### src/rtl/deadband_change_reporter_defines.svh
// Assertion macros for the deadband change reporter.
// Expects clk and rst_n in the scope where a macro is used.
`ifndef DEADBAND_CHANGE_REPORTER_DEFINES_SVH
`define DEADBAND_CHANGE_REPORTER_DEFINES_SVH

// same-cycle implication, checked outside reset
`define DCR_ASSERT_NOW(lbl, ante, cons, msg) \
  lbl: assert property (@(posedge clk) disable iff (!rst_n) (ante) |-> (cons)) \
    else $error(msg);

// next-cycle implication, checked outside reset
`define DCR_ASSERT_NEXT(lbl, ante, cons, msg) \
  lbl: assert property (@(posedge clk) disable iff (!rst_n) (ante) |=> (cons)) \
    else $error(msg);

`endif

### src/rtl/dcr_pkg.sv
// Package for the deadband change reporter: field widths, transaction
// structs, configuration register indexes and the per-quantity debounce step.
// No dependencies.
`default_nettype none

package dcr_pkg;

  localparam int METER_W    = 3;
  localparam int CHAN_W     = 2;
  localparam int VOLT_W     = 16;
  localparam int CURR_W     = 16;
  localparam int PF_W       = 10;
  localparam int CNT_W      = 8;
  localparam int VAL_W      = 16;
  localparam int CFG_IDX_W  = 3;
  localparam int CFG_DATA_W = 16;

  localparam logic [CFG_IDX_W-1:0] CFG_REPORT_ENABLE = CFG_IDX_W'(0);
  localparam logic [CFG_IDX_W-1:0] CFG_VOLTAGE_STEP  = CFG_IDX_W'(1);
  localparam logic [CFG_IDX_W-1:0] CFG_CURRENT_STEP  = CFG_IDX_W'(2);
  localparam logic [CFG_IDX_W-1:0] CFG_PF_STEP       = CFG_IDX_W'(3);
  localparam logic [CFG_IDX_W-1:0] CFG_CONFIRM_COUNT = CFG_IDX_W'(4);

  typedef struct packed {
    logic [METER_W-1:0] meter_index;
    logic [CHAN_W-1:0]  channel_index;
    logic [VOLT_W-1:0]  voltage_sample;
    logic [CURR_W-1:0]  current_sample;
    logic [PF_W-1:0]    pf_sample;
    logic               last_channel;
  } in_t;

  typedef struct packed {
    logic [METER_W-1:0] out_meter;
    logic [CHAN_W-1:0]  out_channel;
    logic               voltage_changed;
    logic               current_changed;
    logic               pf_changed;
    logic               report_meter;
    logic [VOLT_W-1:0]  held_voltage;
    logic [CURR_W-1:0]  held_current;
    logic [PF_W-1:0]    held_pf;
  } out_t;

  typedef struct packed {
    logic             changed;
    logic [VAL_W-1:0] held;
    logic [CNT_W-1:0] count;
  } track_t;

  function automatic track_t track(input logic [VAL_W-1:0] sample,
                                   input logic [VAL_W-1:0] held,
                                   input logic [VAL_W-1:0] step,
                                   input logic [CNT_W-1:0] count,
                                   input logic [CNT_W-1:0] confirm);
    track_t           res;
    logic [VAL_W-1:0] diff;
    logic [CNT_W-1:0] cnt_inc;
    res.changed = 1'b0;
    res.held    = held;
    res.count   = count;
    diff        = (sample >= held) ? (sample - held) : (held - sample);
    cnt_inc     = (count < confirm) ? (count + CNT_W'(1)) : count;
    if (step == '0) begin
      res.count = '0;
    end else if (diff < step) begin
      res.count = '0;
    end else begin
      res.count = cnt_inc;
      if (cnt_inc == confirm) begin
        res.changed = 1'b1;
        res.held    = sample;
      end
    end
    return res;
  endfunction

endpackage

`default_nettype wire

### src/rtl/deadband_change_reporter.sv
// Deadband change reporter: per meter/channel debounce of voltage, current
// and power factor with per-meter report flag. Uses dcr_pkg and the
// assertion macros in deadband_change_reporter_defines.svh.
//
//   port group | direction | handshake          | payload
//   in_        | sink      | in_valid/in_ready  | in_data (dcr_pkg::in_t)
//   out_       | source    | out_valid/out_ready| out_data (dcr_pkg::out_t)
//   cfg_       | sink      | cfg_we             | cfg_index, cfg_wdata
//
// One transaction per cycle sustained while the output is not stalled; out_valid rises
// once an accepted transaction moves from the input register to the result register.
// The table lookup, three subtract-compare-count paths and the write-back
// sit between those two registers; state is updated as the result registers.
// Synchronous reset clears config, all table entries and pending flags.
// A stalled output holds its transaction while the input register still
// takes one more; in_ready drops only when both are full.
`default_nettype none

module deadband_change_reporter #(
  parameter int METER_COUNT   = 8,
  parameter int CHANNEL_COUNT = 4
) (
  input  wire logic                            clk,
  input  wire logic                            rst_n,
  input  wire logic                            in_valid,
  output logic                                 in_ready,
  input  wire dcr_pkg::in_t                    in_data,
  output logic                                 out_valid,
  input  wire logic                            out_ready,
  output dcr_pkg::out_t                        out_data,
  input  wire logic                            cfg_we,
  input  wire logic [dcr_pkg::CFG_IDX_W-1:0]   cfg_index,
  input  wire logic [dcr_pkg::CFG_DATA_W-1:0]  cfg_wdata
);
  import dcr_pkg::*;

  localparam int METERS_USED = (METER_COUNT < (1 << METER_W)) ? METER_COUNT : (1 << METER_W);
  localparam int CHANS_USED  = (CHANNEL_COUNT < (1 << CHAN_W)) ? CHANNEL_COUNT : (1 << CHAN_W);
  localparam int SLOTS       = METERS_USED * CHANS_USED;
  localparam int SLOT_W      = (SLOTS > 1) ? $clog2(SLOTS) : 1;
  localparam int MTR_IDX_W   = (METERS_USED > 1) ? $clog2(METERS_USED) : 1;

  logic               enable_r;
  logic [VOLT_W-1:0]  vstep_r;
  logic [CURR_W-1:0]  cstep_r;
  logic [PF_W-1:0]    pstep_r;
  logic [CNT_W-1:0]   confirm_r;

  logic [VOLT_W-1:0]  rep_v_r [SLOTS];
  logic [CURR_W-1:0]  rep_c_r [SLOTS];
  logic [PF_W-1:0]    rep_p_r [SLOTS];
  logic [CNT_W-1:0]   cnt_v_r [SLOTS];
  logic [CNT_W-1:0]   cnt_c_r [SLOTS];
  logic [CNT_W-1:0]   cnt_p_r [SLOTS];
  logic [METERS_USED-1:0] pend_r;

  logic               s1_valid_r;
  in_t                s1_r;
  logic               out_valid_r;
  out_t               out_r;

  logic               adv;
  logic               s1_fire;
  logic               in_range;
  logic               upd;
  logic [SLOT_W-1:0]  slot;
  logic [MTR_IDX_W-1:0] mtr;
  track_t             tv;
  track_t             tc;
  track_t             tp;
  logic               any_chg;
  logic               pend_nxt;
  out_t               out_nxt;

  assign adv       = !out_valid_r || out_ready;
  assign in_ready  = !s1_valid_r || adv;
  assign s1_fire   = s1_valid_r && adv;
  assign out_valid = out_valid_r;
  assign out_data  = out_r;

  assign in_range = ({1'b0, s1_r.meter_index} < (METER_W+1)'(METERS_USED)) &&
                    ({1'b0, s1_r.channel_index} < (CHAN_W+1)'(CHANS_USED));
  assign mtr      = MTR_IDX_W'(s1_r.meter_index);
  assign slot     = SLOT_W'(int'(s1_r.meter_index) * CHANS_USED + int'(s1_r.channel_index));
  assign upd      = s1_fire && in_range && enable_r;

  assign tv = track(VAL_W'(s1_r.voltage_sample), VAL_W'(rep_v_r[slot]), VAL_W'(vstep_r),
                    cnt_v_r[slot], confirm_r);
  assign tc = track(VAL_W'(s1_r.current_sample), VAL_W'(rep_c_r[slot]), VAL_W'(cstep_r),
                    cnt_c_r[slot], confirm_r);
  assign tp = track(VAL_W'(s1_r.pf_sample), VAL_W'(rep_p_r[slot]), VAL_W'(pstep_r),
                    cnt_p_r[slot], confirm_r);

  assign any_chg  = tv.changed || tc.changed || tp.changed;
  assign pend_nxt = pend_r[mtr] || any_chg;

  always_comb begin
    out_nxt             = '0;
    out_nxt.out_meter   = s1_r.meter_index;
    out_nxt.out_channel = s1_r.channel_index;
    if (in_range) begin
      if (enable_r) begin
        out_nxt.voltage_changed = tv.changed;
        out_nxt.current_changed = tc.changed;
        out_nxt.pf_changed      = tp.changed;
        out_nxt.report_meter    = s1_r.last_channel && pend_nxt;
        out_nxt.held_voltage    = VOLT_W'(tv.held);
        out_nxt.held_current    = CURR_W'(tc.held);
        out_nxt.held_pf         = PF_W'(tp.held);
      end else begin
        out_nxt.held_voltage    = rep_v_r[slot];
        out_nxt.held_current    = rep_c_r[slot];
        out_nxt.held_pf         = rep_p_r[slot];
      end
    end
  end

  always_ff @(posedge clk) begin
    if (!rst_n) begin
      enable_r    <= 1'b0;
      vstep_r     <= '0;
      cstep_r     <= '0;
      pstep_r     <= '0;
      confirm_r   <= '0;
      s1_valid_r  <= 1'b0;
      out_valid_r <= 1'b0;
      pend_r      <= '0;
      for (int i = 0; i < SLOTS; i++) begin
        rep_v_r[i] <= '0;
        rep_c_r[i] <= '0;
        rep_p_r[i] <= '0;
        cnt_v_r[i] <= '0;
        cnt_c_r[i] <= '0;
        cnt_p_r[i] <= '0;
      end
    end else begin
      if (cfg_we) begin
        unique case (cfg_index)
          CFG_REPORT_ENABLE: enable_r  <= cfg_wdata[0];
          CFG_VOLTAGE_STEP:  vstep_r   <= cfg_wdata[VOLT_W-1:0];
          CFG_CURRENT_STEP:  cstep_r   <= cfg_wdata[CURR_W-1:0];
          CFG_PF_STEP:       pstep_r   <= cfg_wdata[PF_W-1:0];
          CFG_CONFIRM_COUNT: confirm_r <= cfg_wdata[CNT_W-1:0];
          default: ;
        endcase
      end
      if (in_ready) begin
        s1_valid_r <= in_valid;
      end
      if (adv) begin
        out_valid_r <= s1_valid_r;
      end
      if (upd) begin
        rep_v_r[slot] <= VOLT_W'(tv.held);
        rep_c_r[slot] <= CURR_W'(tc.held);
        rep_p_r[slot] <= PF_W'(tp.held);
        cnt_v_r[slot] <= tv.count;
        cnt_c_r[slot] <= tc.count;
        cnt_p_r[slot] <= tp.count;
        pend_r[mtr]   <= s1_r.last_channel ? 1'b0 : pend_nxt;
      end
    end
  end

  always_ff @(posedge clk) begin
    if (in_valid && in_ready) begin
      s1_r <= in_data;
    end
    if (s1_fire) begin
      out_r <= out_nxt;
    end
  end

`include "deadband_change_reporter_defines.svh"

  `DCR_ASSERT_NOW(a_ready_when_out_empty, !out_valid_r, in_ready, "in_ready low with empty output")
  `DCR_ASSERT_NEXT(a_advance_fills_out, s1_fire, out_valid_r, "advanced transaction lost")
  `DCR_ASSERT_NOW(a_flags_in_range,
    out_valid_r && (out_r.voltage_changed || out_r.current_changed || out_r.pf_changed ||
    out_r.report_meter),
    ({1'b0, out_r.out_meter} < (METER_W+1)'(METERS_USED)) &&
    ({1'b0, out_r.out_channel} < (CHAN_W+1)'(CHANS_USED)),
    "change flag on out-of-range index")

endmodule

`default_nettype wire
### config.mk
export PLATFORM = sky130hd
export DESIGN_NAME = deadband_change_reporter
export DESIGN_NICKNAME = d
export VERILOG_FILES = /design/src/rtl/dcr_pkg.sv /design/src/rtl/deadband_change_reporter.sv
export VERILOG_INCLUDE_DIRS = /design/src /design/src/rtl
export SDC_FILE = /design/constraint.sdc
export NUM_CORES = 2
export LEC_CHECK = 0
export BUFFER_PORTS_ARGS = -buffer_cell sky130_fd_sc_hd__buf_2
export CAP_MARGIN = 20
export CORE_MARGIN = 2
export CORE_UTILIZATION = 40
export DETAILED_ROUTE_END_ITERATION = 8
export GPL_TIMING_DRIVEN = 1
export PLACE_DENSITY_LB_ADDON = 0.3
export SLEW_MARGIN = 20
export SYNTH_ARGS = -nofsm -noshare
export SYNTH_HDL_FRONTEND = slang
export SYNTH_SLANG_ARGS = --single-unit
### constraint.sdc
create_clock -name clk -period 8 [get_ports clk]
set_input_delay 0.8 -clock clk [delete_from_list [all_inputs] [get_ports clk]]
set_output_delay 0.8 -clock clk [all_outputs]
set_load 0.01 [all_outputs]
==> metrics <==
GRT Overall Usage=28.0%; DR iter-0 viols=11,832; Antenna Nets Post-Route=0; asr flop ratio synth=0%; Power Density=240 nW/µm²; total die area=260,000 µm²; fmax=128 MHz; Least-Margin Pin Slew=1.26 ns; Post-Layout Inst Area=117,000 µm²; Die X=510 µm; critical path required time=8.57 ns; initial antenna violation count=16; Synth Area in Simple Gates=10.8%; hold_ws=0.0748 ns; via count=69,816; row count=185; Pint=20.6 mW; clk_skew=0.0583 ns; H-tree depth=4; Sw Ratio=26.1%; number of port buffers=124; Synth Warn #=0; worst setup margin=0.189 ns; DR DRC count=0; Clock transition at path regs=0.06 ns; clock buffer depth=3; CTS buffer count=229; Core ar.=254,000 µm²; global-route wire length before repair=513,000 µm; Max stage delay on crit path=0.53 ns; crit path kind=reg2reg; VDD IR-drop max=0.249 mV; Die Y=510 µm; Total Negative Setup Slacks=0 ns; multiplexer share of the synthesized area=12.2%; total power=27.9 mW; layout cells sized above 1=17.5%; CTS Hold Buffers Added=0; post-synthesis adder-cell area fraction=1.89%; Post-synth EDFFs=2,211; switching pwr=7.29 mW; Max-Slew Margin vs Limit=16.0%; Seq cells post-synth=2,272; Synth Area in XOR/XNOR=0.707%; Max-Cap Viols=0; clk_lat worst skew=0.92 ns; wire length per cell=33.1 µm; routability cong.=0.880; pre-CTS setup slack=0.117 ns; status=finished clean; largest family of logic cells by synthesized area=multiplexers; Post-Syn Nets=7,829; clk sinks=2,272; Syn Std Cell Area=102,000 µm²; # nets final=7,895; fin crit share=97.6%; cell mode on critical path=buf_4; HP Class=in2reg; Final setup viols=0; Post-Synthesis Cells=7,606; Tmin final=7.81 ns; final wirelength=372,000 µm; largest net degree at the start of global routing=124; placed cell areas=109,000 µm²; post-DP HPWL=202,000 µm; crit path DAT=8.39 ns; Primary FF master, synth=edfxtp_1; pins over their slew limit=0; Placed Instances=10,785; CTS root buffer=clkbuf_16; LEAKAGE=41.1 nW; Worst Setup End Kind=register; Slowest cell on crit path=edfxtp_1; Combinational Power Share=13.7%; CP startpoint kind=register; Via density=6.21; Starting Density=40.3%; P&R area growth vs syn=13.8%; WHS Path Cells=1; vias in the first global route=66,750; post-synth cell types=87; Avg Cell Area, Syn=13.5 µm²; final hold vios=0; path depth of the worst reg2reg path=31; Worst Path Max Fanout=32; non-filler instance count after layout=11,240; grt total ovfl=0; CTS tree=built; Flop pwr share=48.6%; clock power share=37.6%; sequential share of the synthesized area=66.0%; Top-Level Pins=125; Final Util=45.8%; complex-gate fraction of the synthesized area=4.90%; # fillers=22,210; drt first pass iters=8
[final timing paths]
check / from / endpoint / slack (ns)
setup / recovery: mtr[1] / rep_v_r[3][7] / 0.19
hold / removal: in_data[29] / s1_r[29] / 0.07
setup reg to reg: mtr[1] / rep_v_r[3][7] / 0.19
hold reg to reg: pend_r[4] / pend_r[4] / 0.47
[synthesized netlist by cell type, types with 7 or more instances]
cell type / count / area share (%)
nand2b_1: 10 / 0.061
buf_4: 40 / 0.29
o211ai_1: 9 / 0.066
a21o_1: 49 / 0.36
buf_1: 96 / 0.35
nor3_1: 22 / 0.11
mux4_2: 352 / 7.7
and2_1: 8 / 0.049
a21boi_0: 47 / 0.34
o21ai_0: 41 / 0.20
a31oi_1: 14 / 0.085
inv_1: 150 / 0.55
clkbuf_1: 410 / 1.5
nor4_1: 50 / 0.31
ha_1: 145 / 1.8
o21a_1: 12 / 0.088
mux2i_4: 16 / 0.35
xor2_1: 29 / 0.25
nor2_1: 2190 / 8.0
or2_2: 12 / 0.073
mux2i_1: 407 / 4.0
dfxtp_1: 61 / 1.2
and3_1: 10 / 0.061
edfxtp_1: 2211 / 65
mux2_2: 11 / 0.12
buf_2: 124 / 0.61
a21oi_1: 148 / 0.72
nor2b_1: 25 / 0.15
a211oi_1: 10 / 0.073
nand4_1: 59 / 0.36
a22oi_1: 176 / 1.3
nand3_1: 18 / 0.088
o21bai_1: 11 / 0.081
xnor2_1: 46 / 0.39
or4_1: 7 / 0.051
buf_6: 19 / 0.21
o22ai_1: 190 / 1.2
nand2_1: 257 / 0.94
and4_1: 7 / 0.060
[power groups by stage]
stage	logic (mW)	clock network [mW]	registers [mW]
after CTS	3.73	10.5	13.6
after floorplan	2.22	0	13.8
final	3.83	10.5	13.6
after global placement	3.68	0	13.8
after detailed placement	3.71	0	13.8
after global routing	4.03	11.0	13.6
[cells in the final DEF (no fill, tap or decap), types with 42 or more instances in the layout]
master / synthesis / final
edfxtp_1: 2211 / 2211
nor2_1: 2190 / 2189
mux2i_1: 407 / 380
mux4_2: 352 / 352
buf_4: 40 / 290
clkbuf_16: 0 / 240
nand2_1: 257 / 193
o22ai_1: 190 / 190
a22oi_1: 176 / 176
inv_1: 150 / 150
a21oi_1: 148 / 148
ha_1: 145 / 142
buf_2: 124 / 123
buf_12: 0 / 97
nand2_4: 0 / 64
clkbuf_1: 410 / 64
dfxtp_1: 61 / 61
nand4_1: 59 / 59
nor4_1: 50 / 50
a21o_1: 49 / 49
clkinv_1: 2 / 48
a21boi_0: 47 / 47
xnor2_1: 46 / 46
clkinv_2: 0 / 42
[routing by layer]
metal  GRT usage [%]  up-vias  routed length [µm]  part of all wire, %
li1                -    27913                   -                    -
met1            38.1    35562              137000                   37
met2            43.4     5330              167000                   45
met3            6.34      997               49400                   13
met4            11.9       14               18600                  5.0
met5               0        -                  72                0.019
[cell families after synthesis]
group,count (synthesis)
AND/OR/NAND/NOR,2720
buffers and inverters,843
adder cells (fa/ha/maj),151
XOR/XNOR,78
multiplexers,787
AO/OA/AOI/OAI,755
flip-flops,2272
[area by class of cell]
class | count | area, µm² | area share (%)
Multi-Input combinational cell | 4491 | 31900 | 27.4
Clock inverter | 118 | 933 | 0.801
Inverter | 152 | 571 | 0.489
Tap cell | 3366 | 4210 | 3.61
Clock buffer | 307 | 6240 | 5.36
Timing Repair Buffer | 526 | 5040 | 4.32
Antenna cell | 8 | 20.0 | 0.0172
Sequential cell | 2272 | 67600 | 58.0
[registers in the layout, summed over array words and instances (netlist names), 3 cells and up]
signal / cells
cstep_r: 16
pstep_r: 10
rep_c_r: 512
rep_v_r: 512
cnt_c_r: 256
vstep_r: 16
confirm_r: 8
rep_p_r: 320
cnt_v_r: 256
pend_r: 8
cnt_p_r: 256
s1_r: 43
mtr: 3
out_data: 51
[worst max-delay path: cells and delay by family (launching register included)]
family	cells	cell delay, ns
buffers and inverters	8	1.55
and+or+nand+nor	7	1.22
muxes	1	0.33
DFF	1	0.53
adders and majority gates	2	0.70
AOI/OAI and AO/OA	12	2.86
xor gates and xnor gates	1	0.16
[timing repair]
action / in CTS / in global routing
gates resized for setup: 0 / 26
setup buffers: 0 / 17
setup endpoints to repair: 0 / 1032
Power figures use the tool's default switching activity.
